===== config.mk =====
export PLATFORM = sky130hd
export DESIGN_NAME = c2i_div
export DESIGN_NICKNAME = d
export VERILOG_FILES = /design/src/rtl/c2i_pkg.sv /design/src/rtl/c2i_div.sv
export SDC_FILE = /design/constraint.sdc
export NUM_CORES = 1
export LEC_CHECK = 0
export CORE_AREA = 4 4 61 63
export DETAILED_ROUTE_END_ITERATION = 10
export DIE_AREA = 0 0 65 67
export DONT_BUFFER_PORTS = 1
export PLACE_DENSITY = 0.73
export SLEW_MARGIN = 10
export SYNTH_ARGS = -nofsm -noshare
export SYNTH_HDL_FRONTEND = slang
export SYNTH_SLANG_ARGS = --single-unit

===== constraint.sdc =====
create_clock -name i_clk -period 3 [get_ports i_clk]
set_input_delay 0.9 -clock i_clk [delete_from_list [all_inputs] [get_ports i_clk]]
set_output_delay 0.9 -clock i_clk [all_outputs]
set_load 0.01 [all_outputs]

===== src/rtl/c2i_pkg.sv =====
// ----------------------------------------------------------------------------
// c2i_pkg
// Shared types and constants of the 1-D col2im overlap-add block.
// ----------------------------------------------------------------------------
`default_nettype none

package c2i_pkg;

    localparam int SAMPLE_W   = 16;
    localparam int COL_W      = 10;
    localparam int CH_W       = 6;
    localparam int TAP_W      = 6;
    localparam int TIME_W     = 16;
    localparam int SUM_W      = 22;

    localparam int STRIDE_W   = 7;
    localparam int PAD_W      = 6;
    localparam int KERN_W     = 7;
    localparam int CHN_W      = 7;
    localparam int NCOL_W     = 11;
    localparam int LEN_W      = 16;
    localparam int CFG_DATA_W = 16;
    localparam int CFG_IDX_W  = 3;

    localparam int STRIDE_MAX = 64;

    localparam int POS_W      = 17;
    localparam int ROW_W      = KERN_W + CHN_W;
    localparam int CS_W       = NCOL_W + STRIDE_W;
    localparam int FULL_W     = NCOL_W + ROW_W;
    localparam int ACC_W      = 24;
    localparam int DIV_CNT_W  = 5;

    localparam logic signed [ACC_W-1:0] ACC_SUM_HI = ACC_W'(2 ** (SUM_W - 1) - 1);
    localparam logic signed [ACC_W-1:0] ACC_SUM_LO = ACC_W'(-(2 ** (SUM_W - 1)));

    localparam logic MODE_LOAD    = 1'b0;
    localparam logic MODE_COMPUTE = 1'b1;

    typedef enum logic [CFG_IDX_W-1:0] {
        CFG_STRIDE      = 3'd0,
        CFG_PADDING     = 3'd1,
        CFG_KERNEL_SIZE = 3'd2,
        CFG_CHANNELS    = 3'd3,
        CFG_NUM_COLUMNS = 3'd4,
        CFG_OUT_LENGTH  = 3'd5
    } t_cfg_idx;

    typedef enum logic [2:0] {
        S_IDLE,
        S_LOAD,
        S_DIV,
        S_MUL,
        S_ADDR,
        S_RUN,
        S_DRAIN,
        S_DONE
    } t_state;

    typedef struct packed {
        logic                       mode;
        logic signed [SAMPLE_W-1:0] sample;
        logic [COL_W-1:0]           column_index;
        logic [CH_W-1:0]            channel;
        logic [TAP_W-1:0]           tap;
        logic [TIME_W-1:0]          out_time;
    } t_in_item;

    typedef struct packed {
        logic signed [SUM_W-1:0] sum;
        logic                    range_error;
    } t_out_item;

endpackage

`default_nettype wire


===== src/rtl/c2i_div.sv =====
// ----------------------------------------------------------------------------
// c2i_div
// Bit-serial restoring divider: output position over stride, one bit a cycle.
// ----------------------------------------------------------------------------
`default_nettype none

module c2i_div import c2i_pkg::*; (
    input  logic                i_clk,
    input  logic                i_rst_n,
    input  logic                i_start,
    input  logic [POS_W-1:0]    i_dividend,
    input  logic [STRIDE_W-1:0] i_divisor,
    output logic                o_done,
    output logic [POS_W-1:0]    o_quot
);

    logic                 r_busy;
    logic                 r_done;
    logic [DIV_CNT_W-1:0] r_cnt;
    logic [STRIDE_W-1:0]  r_rem;
    logic [POS_W-1:0]     r_quo;

    logic [STRIDE_W:0]    trial;
    logic [STRIDE_W:0]    diff;
    logic                 ge;

    assign trial = {r_rem, r_quo[POS_W-1]};
    assign diff  = trial - {1'b0, i_divisor};
    assign ge    = (trial >= {1'b0, i_divisor});

    always_ff @(posedge i_clk) begin
        if (!i_rst_n) begin
            r_busy <= 1'b0;
            r_done <= 1'b0;
            r_cnt  <= '0;
        end else if (i_start) begin
            r_busy <= 1'b1;
            r_done <= 1'b0;
            r_cnt  <= DIV_CNT_W'(POS_W - 1);
        end else if (r_busy) begin
            if (r_cnt == '0) begin
                r_busy <= 1'b0;
                r_done <= 1'b1;
            end else begin
                r_cnt  <= r_cnt - 1'b1;
                r_done <= 1'b0;
            end
        end else begin
            r_done <= 1'b0;
        end
    end

    always_ff @(posedge i_clk) begin
        if (i_start) begin
            r_rem <= '0;
            r_quo <= i_dividend;
        end else if (r_busy) begin
            r_rem <= ge ? diff[STRIDE_W-1:0] : trial[STRIDE_W-1:0];
            r_quo <= {r_quo[POS_W-2:0], ge};
        end
    end

    assign o_done = r_done;
    assign o_quot = r_quo;

    a_rem_below_divisor: assert property (@(posedge i_clk) disable iff (!i_rst_n)
        r_busy |-> (r_rem < i_divisor))
        else $error("divider remainder not below divisor");

    a_done_not_busy: assert property (@(posedge i_clk) disable iff (!i_rst_n)
        r_done |-> !r_busy)
        else $error("divider done while busy");

    a_start_busy: assert property (@(posedge i_clk) disable iff (!i_rst_n)
        i_start |=> (r_busy && !r_done))
        else $error("divider did not start");

endmodule

`default_nettype wire


==> impl_metrics.env, run 1 <==
export IMPL_grt_overflow_total=0
export IMPL_yosysMostFrequentCell="edfxtp_1"
export IMPL_cts_setup_buffers=0
export IMPL_clock_sinks=31
export IMPL_synth_top_area_share_pct=27.7
export IMPL_reg2reg_depth=7
export IMPL_synth_largest_area_cell="edfxtp_1"
export IMPL_initial_utilization_pct=57.0
export IMPL_start_kind="primary input"
export IMPL_crit_required_ns=3.23
export IMPL_synth_main_ff_cell="edfxtp_1"
export IMPL_io_pins=45
export IMPL_p_leak_nw=0.722
export IMPL_synth_cells=172
export IMPL_fin_ws_ns=0.582
export IMPL_crit_path_start="i_divisor[0]"
export IMPL_irDropWorstVdd_mv=0.337
export IMPL_dr_pass1_iters=4
export IMPL_whs_ns=0.448
export IMPL_utilization_pct=58.5
export IMPL_row_count=21
export IMPL_layout_nets=206
export IMPL_final_cells=217
export IMPL_viasPerCell=5.91
export IMPL_synthTopCellsByCount="17 x edfxtp_1, 16 x mux2_2, 14 x dfxtp_1, 14 x inv_1, 12 x nor2_1"
export IMPL_path_cells="ha_1 -> fa_1 -> nand2b_1 -> a211o_1 -> and3_1 -> a311oi_2"
export IMPL_setup_tns_ns=0
export IMPL_die_area_um2=4360
export IMPL_worstMarginPinSlew_ns=0.736
export IMPL_setup_viol=0
export IMPL_drtIter0Drc=50
export IMPL_drive_gt1_share_pct=18.7
export IMPL_critical_path_buf_inv_count=0
export IMPL_post_route_drc_count=0
export IMPL_rsz0062_at_grt="no"
export IMPL_synth_area_top_cells="edfxtp_1 28%, dfxtp_1 15%, mux2_2 9.8%, ha_1 5.4%, inv_1 2.9%"
export IMPL_critical_path_class="primary input to flip-flop"
export IMPL_grt_max_degree=36
export IMPL_synth_edf_count=17
export IMPL_drv_slew=0
export IMPL_synth_area_um2=1840
export IMPL_clockBufferDepth=2
export IMPL_post_place_cells=209
export IMPL_hold_viol_final=0
export IMPL_wl_um=3250
export IMPL_crit_fanout=9
export IMPL_cts_buffers=5
export IMPL_vias=1283
export IMPL_post_drt_wl_per_cell_um=15.0
export IMPL_coreArea_um2=3230
export IMPL_fmax_ghz=0.413
export IMPL_hold_depth=1
export IMPL_place_congestion=0.820
export IMPL_hold_path_class="flip-flop to flip-flop"
export IMPL_clk_latency_ns=0.32
export IMPL_diodes=0
export IMPL_crit_slowest_cell="fa_1"
export IMPL_r2r_start="o_quot[16]"
export IMPL_cts_resized=0
export IMPL_status="complete, no violations"
export IMPL_worstPathArrival_ns=2.65
export IMPL_cp_depth=6
export IMPL_root_buffer="clkbuf_4"
export IMPL_fin_area_um2=1890
export IMPL_period_needed_ns=2.42
export IMPL_dp_hpwl_um=2440
export IMPL_dieHeight_um=67
export IMPL_fp_dieW_um=65
export IMPL_grt_pass1_wl_um=5300
export IMPL_power_uw=894
export IMPL_crit_path_end_kind="flip-flop"
export IMPL_finalCritPeriodShare_pct=80.6
export IMPL_slowest_delay_ns=0.40
export IMPL_grt_usage_pct=15.7
export IMPL_synth_fp_nets=208
export IMPL_first_global_vias=1175
export IMPL_clk_pin_slew_ns=0.08
export IMPL_cellPowerDensity_nw_per_um2=473
export IMPL_antenna_found_initial=0
export IMPL_ys_seq_area_share_pct=42.9
export IMPL_maxCapViolCount=0
export IMPL_crit_family="compound AO/OA/AOI/OAI gates"
export IMPL_cts_tree="done"
export IMPL_ys_warn_count=0
export IMPL_place_ws_ns=0.286
export IMPL_htree_levels=2
export IMPL_ys_seq_elements=31
export IMPL_syn_to_final_growth_pct=2.58
export IMPL_antenna_left=0
export IMPL_synthDistinctLibCells=49
export IMPL_final_setup_skew_ns=0.0107
export IMPL_numPortBuffers=0
export IMPL_place_area_um2=1840
export IMPL_max_slew_margin_pct=50.9
export IMPL_avgSynthCellArea_um2=10.7
export IMPL_cts_hold_buf=0
export IMPL_min_from="r_cnt[4]"
export IMPL_synthArstFlopShare_pct=0
==> power by group <==
group	switching [mW]	internal, mW
logic	0.0725	0.0741
registers	0.0405	0.490
clock network	0.129	0.0879
total	0.242	0.652
==> registers in the layout (all words and copies together), names as in the netlist <==
signal / count
o_quot: 17
r_rem: 7
r_cnt: 5
o_done: 1
r_busy: 1
==> cell type report <==
type	count	area, um^2
Sequential cell	31	791
Fill cell	283	1340
Clock buffer	6	41.3
Clock inverter	2	8.76
Multi-Input combinational cell	118	938
Tap cell	46	57.6
Inverter	14	52.6
==> metal layers <==
layer | vias to the layer above | global-route usage [%] | wire length [um]
met5 | - | 0 | 0
li1 | 625 | - | -
met3 | 7 | 4.89 | 231
met2 | 38 | 24.9 | 1580
met4 | 0 | 5.54 | 40
met1 | 613 | 20.3 | 1400
==> logic make-up (layout without fill, tap and decap cells) <==
| logic type | count (synthesis) | count (layout) | synth area share [%] |
|---|---|---|---|
| flip-flops | 31 | 31 | 42.9 |
| buffers and inverters | 23 | 22 | 6.11 |
| XOR/XNOR | 5 | 5 | 2.38 |
| adder cells (fa/ha/maj) | 9 | 9 | 6.52 |
| AND/OR/NAND/NOR | 52 | 52 | 15.8 |
| AO/OA/AOI/OAI | 35 | 35 | 15.9 |
| multiplexers | 17 | 17 | 10.3 |
==> final timing paths <==
| check | to | slack (ns) |
|---|---|---|
| worst max-delay path | r_rem[2] | 0.58 |
| worst min-delay path | o_done | 0.45 |
| worst min register to register | o_done | 0.45 |
| worst max register to register | r_rem[2] | 0.60 |
==> cell usage in the layout (no fill, tap or decap), drive strengths merged, types with 3 or more instances in the layout <==
cell type / count
dfxtp: 14
inv: 14
nand2b: 3
o21a: 3
o21ai: 5
a211oi: 4
xnor2: 3
nand2: 6
mux2: 16
nor3: 4
a41oi: 4
nor2b: 5
nor3b: 6
ha: 8
nand3: 4
edfxtp: 17
clkbuf: 6
nor2: 12
or2: 4
Power figures use the tool's default switching activity.
==> run 2, diff against run 1 <==
Settings changed: ABC_AREA set to 1, CORE_AREA 4 4 61 63 to 4 4 60 62, DIE_AREA 0 0 65 67 to 0 0 64 66.
Clock period 3 ns to 2.4 ns, I/O delays scaled along.
==> impl_metrics.env, run 2 <==
export IMPL_status="complete, no violations"
export IMPL_initial_utilization_pct=58.1
export IMPL_finalCritPeriodShare_pct=80.1
export IMPL_final_setup_skew_ns=0.00551
export IMPL_maxCapViolCount=0
export IMPL_ys_seq_elements=31
export IMPL_synthArstFlopShare_pct=0
export IMPL_cts_setup_buffers=0
export IMPL_place_congestion=0.807
export IMPL_layout_nets=270
export IMPL_numPortBuffers=0
export IMPL_fin_area_um2=1860
export IMPL_worstPathArrival_ns=2.09
export IMPL_synth_area_um2=1760
export IMPL_cts_buffers=5
export IMPL_hold_viol_final=0
export IMPL_setup_viol=0
export IMPL_viasPerCell=5.00
export IMPL_synth_top_area_share_pct=29.0
export IMPL_start_kind="flip-flop"
export IMPL_antenna_left=0
export IMPL_post_place_cells=271
export IMPL_clk_pin_slew_ns=0.09
export IMPL_p_leak_nw=0.936
export IMPL_drtIter0Drc=99
export IMPL_layout_commonest_cell="nand2_1"
export IMPL_clockBufferDepth=2
export IMPL_cts_hold_buf=0
export IMPL_ys_seq_area_share_pct=44.9
export IMPL_cellPowerDensity_nw_per_um2=593
export IMPL_fp_dieW_um=64
export IMPL_die_area_um2=4220
export IMPL_r2r_start="o_quot[16]"
export IMPL_dieHeight_um=66
export IMPL_min_from="r_cnt[4]"
export IMPL_coreArea_um2=3030
export IMPL_grt_usage_pct=17.3
export IMPL_root_buffer="clkbuf_4"
export IMPL_hold_path_class="flip-flop to flip-flop"
export IMPL_drive_gt1_share_pct=8.51
export IMPL_synth_largest_area_cell="edfxtp_1"
export IMPL_drv_slew=0
export IMPL_io_pins=45
export IMPL_wl_um=3370
export IMPL_synth_cells=229
export IMPL_regToRegSetupSlack_ns=0.48
export IMPL_row_count=20
export IMPL_dp_hpwl_um=2650
export IMPL_synth_edf_count=17
export IMPL_post_drt_wl_per_cell_um=12.1
export IMPL_ys_warn_count=0
export IMPL_rsz0062_at_grt="no"
export IMPL_grt_pass1_wl_um=5720
export IMPL_diodes=0
export IMPL_setup_tns_ns=0
export IMPL_synth_main_ff_cell="edfxtp_1"
export IMPL_crit_path_end_kind="flip-flop"
export IMPL_grt_max_degree=20
export IMPL_max_slew_margin_pct=54.0
export IMPL_period_needed_ns=1.92
export IMPL_antenna_found_initial=0
export IMPL_power_mw=1.10
export IMPL_reg2reg_depth=10
export IMPL_crit_fanout=8
export IMPL_hold_depth=2
export IMPL_synthDistinctLibCells=30
export IMPL_fin_ws_ns=0.478
export IMPL_synth_fp_nets=265
export IMPL_cts_tree="done"
export IMPL_grt_overflow_total=0
export IMPL_largest_reg_flops=17
export IMPL_clk_latency_ns=0.32
export IMPL_clock_sinks=31
export IMPL_syn_to_final_growth_pct=5.90
export IMPL_layout_common_cells="99 x nand2_1, 28 x inv_1, 17 x edfxtp_1"
export IMPL_worst_r2r_endpoint="o_quot[0]"
export IMPL_worstMarginPinSlew_ns=0.689
export IMPL_vias=1395
export IMPL_cts_resized=0
export IMPL_critical_path_class="flip-flop to flip-flop"
export IMPL_synth_area_top_cells="edfxtp_1 29%, nand2_1 21%, dfxtp_1 16%, inv_1 6.0%, ha_1 5.7%"
export IMPL_htree_levels=2
export IMPL_place_area_um2=1810
export IMPL_avgSynthCellArea_um2=7.69
export IMPL_place_ws_ns=0.283
export IMPL_final_cells=279
export IMPL_first_global_vias=1349
export IMPL_dr_pass1_iters=4
export IMPL_irDropWorstVdd_mv=0.382
export IMPL_synthTopCellsByCount="99 x nand2_1, 28 x inv_1, 17 x edfxtp_1"
export IMPL_hold_end="r_cnt[4]"
export IMPL_crit_required_ns=2.56
export IMPL_post_route_drc_count=0
export IMPL_fmax_ghz=0.520
export IMPL_yosysMostFrequentCell="nand2_1"
[run 2: cell count changes in the layout (fill, tap and decap cells not counted), sizes merged, moves of 4 or more]
cell,previous run,this run
nand2,6,100
inv,14,31
mux2,16,0
nand3,4,18
nand3b,0,5
nor2b,5,0
nor3b,6,1
a41oi,4,0
[run 2: how the worst max path moves through the flow]
stage | start | end | slack [ns] | cells after the start
after detailed placement | i_divisor[0] | r_rem[0] | 0.28 | 10
after floorplan | i_divisor[0] | r_rem[0] | 0.38 | 10
after global placement | i_divisor[0] | o_quot[0] | 0.30 | 9
final | o_quot[16] | o_quot[0] | 0.48 | 10
after global routing | o_quot[16] | r_rem[4] | 0.30 | 12
after CTS | o_quot[16] | o_quot[0] | 0.46 | 10
[run 2: logic make-up (layout without fill, tap and decap cells)]
family / count (synthesis) / count (layout) / share of synthesized area, %
AOI/OAI and AO/OA: 9 / 9 / 3.63
xor gates and xnor gates: 3 / 3 / 1.49
adders and majority gates: 9 / 9 / 6.82
buffers and inverters: 36 / 42 / 7.75
DFF: 31 / 31 / 44.9
and+or+nand+nor: 141 / 141 / 35.4
[run 2: critical path, cell delays in order, from the launching register on]
cell and delay, ns:
edfxtp_1 0.43, inv_1 0.09, ha_1 0.22, fa_1 0.41
inv_1 0.09, nand2_1 0.05, nand2_1 0.08, nand2_1 0.07
nand2_1 0.07, nand2_2 0.10, a31oi_1 0.16
[run 2: final cells by class]
cell class | count | area [um^2]
Inverter | 32 | 120
Timing Repair Buffer | 2 | 15.0
Fill cell | 272 | 1160
Tap cell | 44 | 55.1
Sequential cell | 31 | 791
Clock buffer | 7 | 45.0
Multi-Input combinational cell | 162 | 833
Clock inverter | 1 | 5.00
[run 2: per-layer routing]
metal	track usage, %	wire (um)	part of all wire (%)
met1	21.3	1470	43
met2	28.9	1650	49
met3	6.12	238	7.1
met4	4.04	13	0.39
met5	0	0	0
[run 2: per-stage QoR]
stage	hold slack [ns]	util, %
floorplan	0.439	-
global placement	0.455	59.9
detailed placement	0.458	59.9
CTS	0.472	61.6
global route	0.495	61.6
finish	0.469	61.6
[run 2: report_power, final]
part	leakage, nW	switching (mW)	internal, mW	total [mW]
combinational	0.619	0.108	0.0651	0.173
clock	0.0293	0.164	0.114	0.278
sequential	0.288	0.0430	0.610	0.653
total	0.936	0.316	0.789	1.10
==> run 3, diff against run 2 <==
Settings changed: ABC_AREA 1 to 0, CORE_AREA 4 4 60 62 to 4 4 61 63, DIE_AREA 0 0 64 66 to 0 0 65 67.
Clock period 2.4 ns to 1.83 ns, I/O delays scaled along.
==> impl_metrics.env, run 3 (same netlist as run 1, synthesis figures left out) <==
export IMPL_status="complete, but fails checks"
export IMPL_violations="setup timing"
export IMPL_io_pins=45
export IMPL_dp_hpwl_um=2760
export IMPL_period_needed_ns=2.00
export IMPL_cts_hold_buf=0
export IMPL_hold_depth=1
export IMPL_utilization_pct=67.4
export IMPL_die_area_um2=4360
export IMPL_row_count=21
export IMPL_first_global_vias=1382
export IMPL_antenna_left=0
export IMPL_hold_viol_final=0
export IMPL_reg2reg_depth=7
export IMPL_max_slew_margin_pct=74.8
export IMPL_layout_commonest_cell="buf_4"
export IMPL_syn_to_final_growth_pct=18.2
export IMPL_fmax_ghz=0.500
export IMPL_grt_max_degree=36
export IMPL_drtIter0Drc=44
export IMPL_initial_utilization_pct=57.0
export IMPL_crit_fanout=6
export IMPL_fillers=255
export IMPL_htree_levels=2
export IMPL_fin_ws_ns=-0.171
export IMPL_diodes=0
export IMPL_drive_gt1_share_pct=35.2
export IMPL_clock_sinks=31
export IMPL_post_route_drc_count=0
export IMPL_start_kind="flip-flop"
export IMPL_fp_dieW_um=65
export IMPL_clockBufferDepth=2
export IMPL_fin_area_um2=2180
export IMPL_irDropWorstVdd_mv=0.474
export IMPL_setup_viol=8
export IMPL_clk_latency_ns=0.33
export IMPL_layout_nets=231
export IMPL_cts_tree="done"
export IMPL_worstMarginPinSlew_ns=0.378
export IMPL_drv_slew=0
export IMPL_layout_common_cells="24 x buf_4, 17 x edfxtp_1, 16 x mux2_2"
export IMPL_p_leak_nw=0.873
export IMPL_crit_required_ns=2.08
export IMPL_whs_ns=0.331
export IMPL_clk_pin_slew_ns=0.10
export IMPL_setup_tns_ns=-0.759
export IMPL_hold_path_class="primary input to flip-flop"
export IMPL_wl_um=3750
export IMPL_grt_pass1_wl_um=6070
export IMPL_numPortBuffers=0
export IMPL_grt_overflow_total=0
export IMPL_place_congestion=0.876
export IMPL_place_area_um2=2020
export IMPL_vias=1386
export IMPL_crit_path_end_kind="flip-flop"
export IMPL_viasPerCell=5.73
export IMPL_worstPathArrival_ns=2.25
export IMPL_rsz0062_at_grt="yes"
export IMPL_critical_path_class="flip-flop to flip-flop"
export IMPL_root_buffer="clkbuf_4"
export IMPL_grt_usage_pct=18.3
export IMPL_coreArea_um2=3230
export IMPL_cellPowerDensity_nw_per_um2=788
export IMPL_place_ws_ns=-0.342
export IMPL_maxCapViolCount=0
export IMPL_final_setup_skew_ns=0.0120
export IMPL_finalCritPeriodShare_pct=109
export IMPL_post_drt_wl_per_cell_um=15.5
export IMPL_largest_reg_flops=17
export IMPL_antenna_found_initial=0
export IMPL_dieHeight_um=67
export IMPL_cts_buffers=5
export IMPL_dr_pass1_iters=4
[run 3: cell types whose count changed in the layout (fill, tap and decap cells not counted), sizes merged, moves of 4 or more]
cell / change
a41oi: +4
buf: +23
inv: -17
mux2: +16
nand2: -94
nand3: -14
nand3b: -5
nor2b: +5
nor3b: +5
[run 3: layout make-up]
cell class,instances,area (um^2),share of cell area (%)
multi-input cells,118,1010,46.3
flip-flops and latches,31,791,36.3
repair buffers,25,191,8.79
well taps,46,57.6,2.64
inverters,14,52.6,2.41
clock inverters,3,38.8,1.78
clock buffers,5,37.5,1.72
[run 3: critical path: stages (launching register included)]
cell and delay, ns:
edfxtp_1 0.37, inv_2 0.07, ha_4 0.16, fa_2 0.34
nand2b_4 0.15, a211o_1 0.32, and3_4 0.24, a311oi_2 0.26
[run 3: timing repair]
item                                    in CTS  in global routing
gates resized for setup                      5                  5
endpoints found under the setup margin       8                  8
buffers inserted                             2                  3
pin swaps                                    6                  9
[run 3: worst paths after layout]
path / slack (ns) / start / end
setup / recovery: -0.17 / o_quot[16] / r_rem[0]
hold / removal: 0.33 / i_rst_n / r_busy
setup reg to reg: -0.17 / o_quot[16] / r_rem[0]
hold reg to reg: 0.46 / r_cnt[4] / o_done
[run 3: per-stage QoR]
stage | total power, mW | std cells
2_1_floorplan | 1.10 | 172
3_3_place_gp | 1.18 | 229
3_5_place_dp | 1.19 | 229
4_1_cts | 1.71 | 239
5_1_grt | 1.81 | 242
6_report | 1.72 | 242
[run 3: where the power goes]
| group | leakage [nW] | switching, mW | internal (mW) |
|---|---|---|---|
| combinational | 0.545 | 0.158 | 0.186 |
| clock | 0.0426 | 0.231 | 0.281 |
| sequential | 0.285 | 0.0568 | 0.803 |
[run 3: layer usage]
layer,wire [um],vias up,GRT usage (%)
met3,269,5,6.58
met1,1570,661,21.6
li1,-,674,-
met5,0,-,0
met4,27,0,4.75
met2,1890,46,31.5
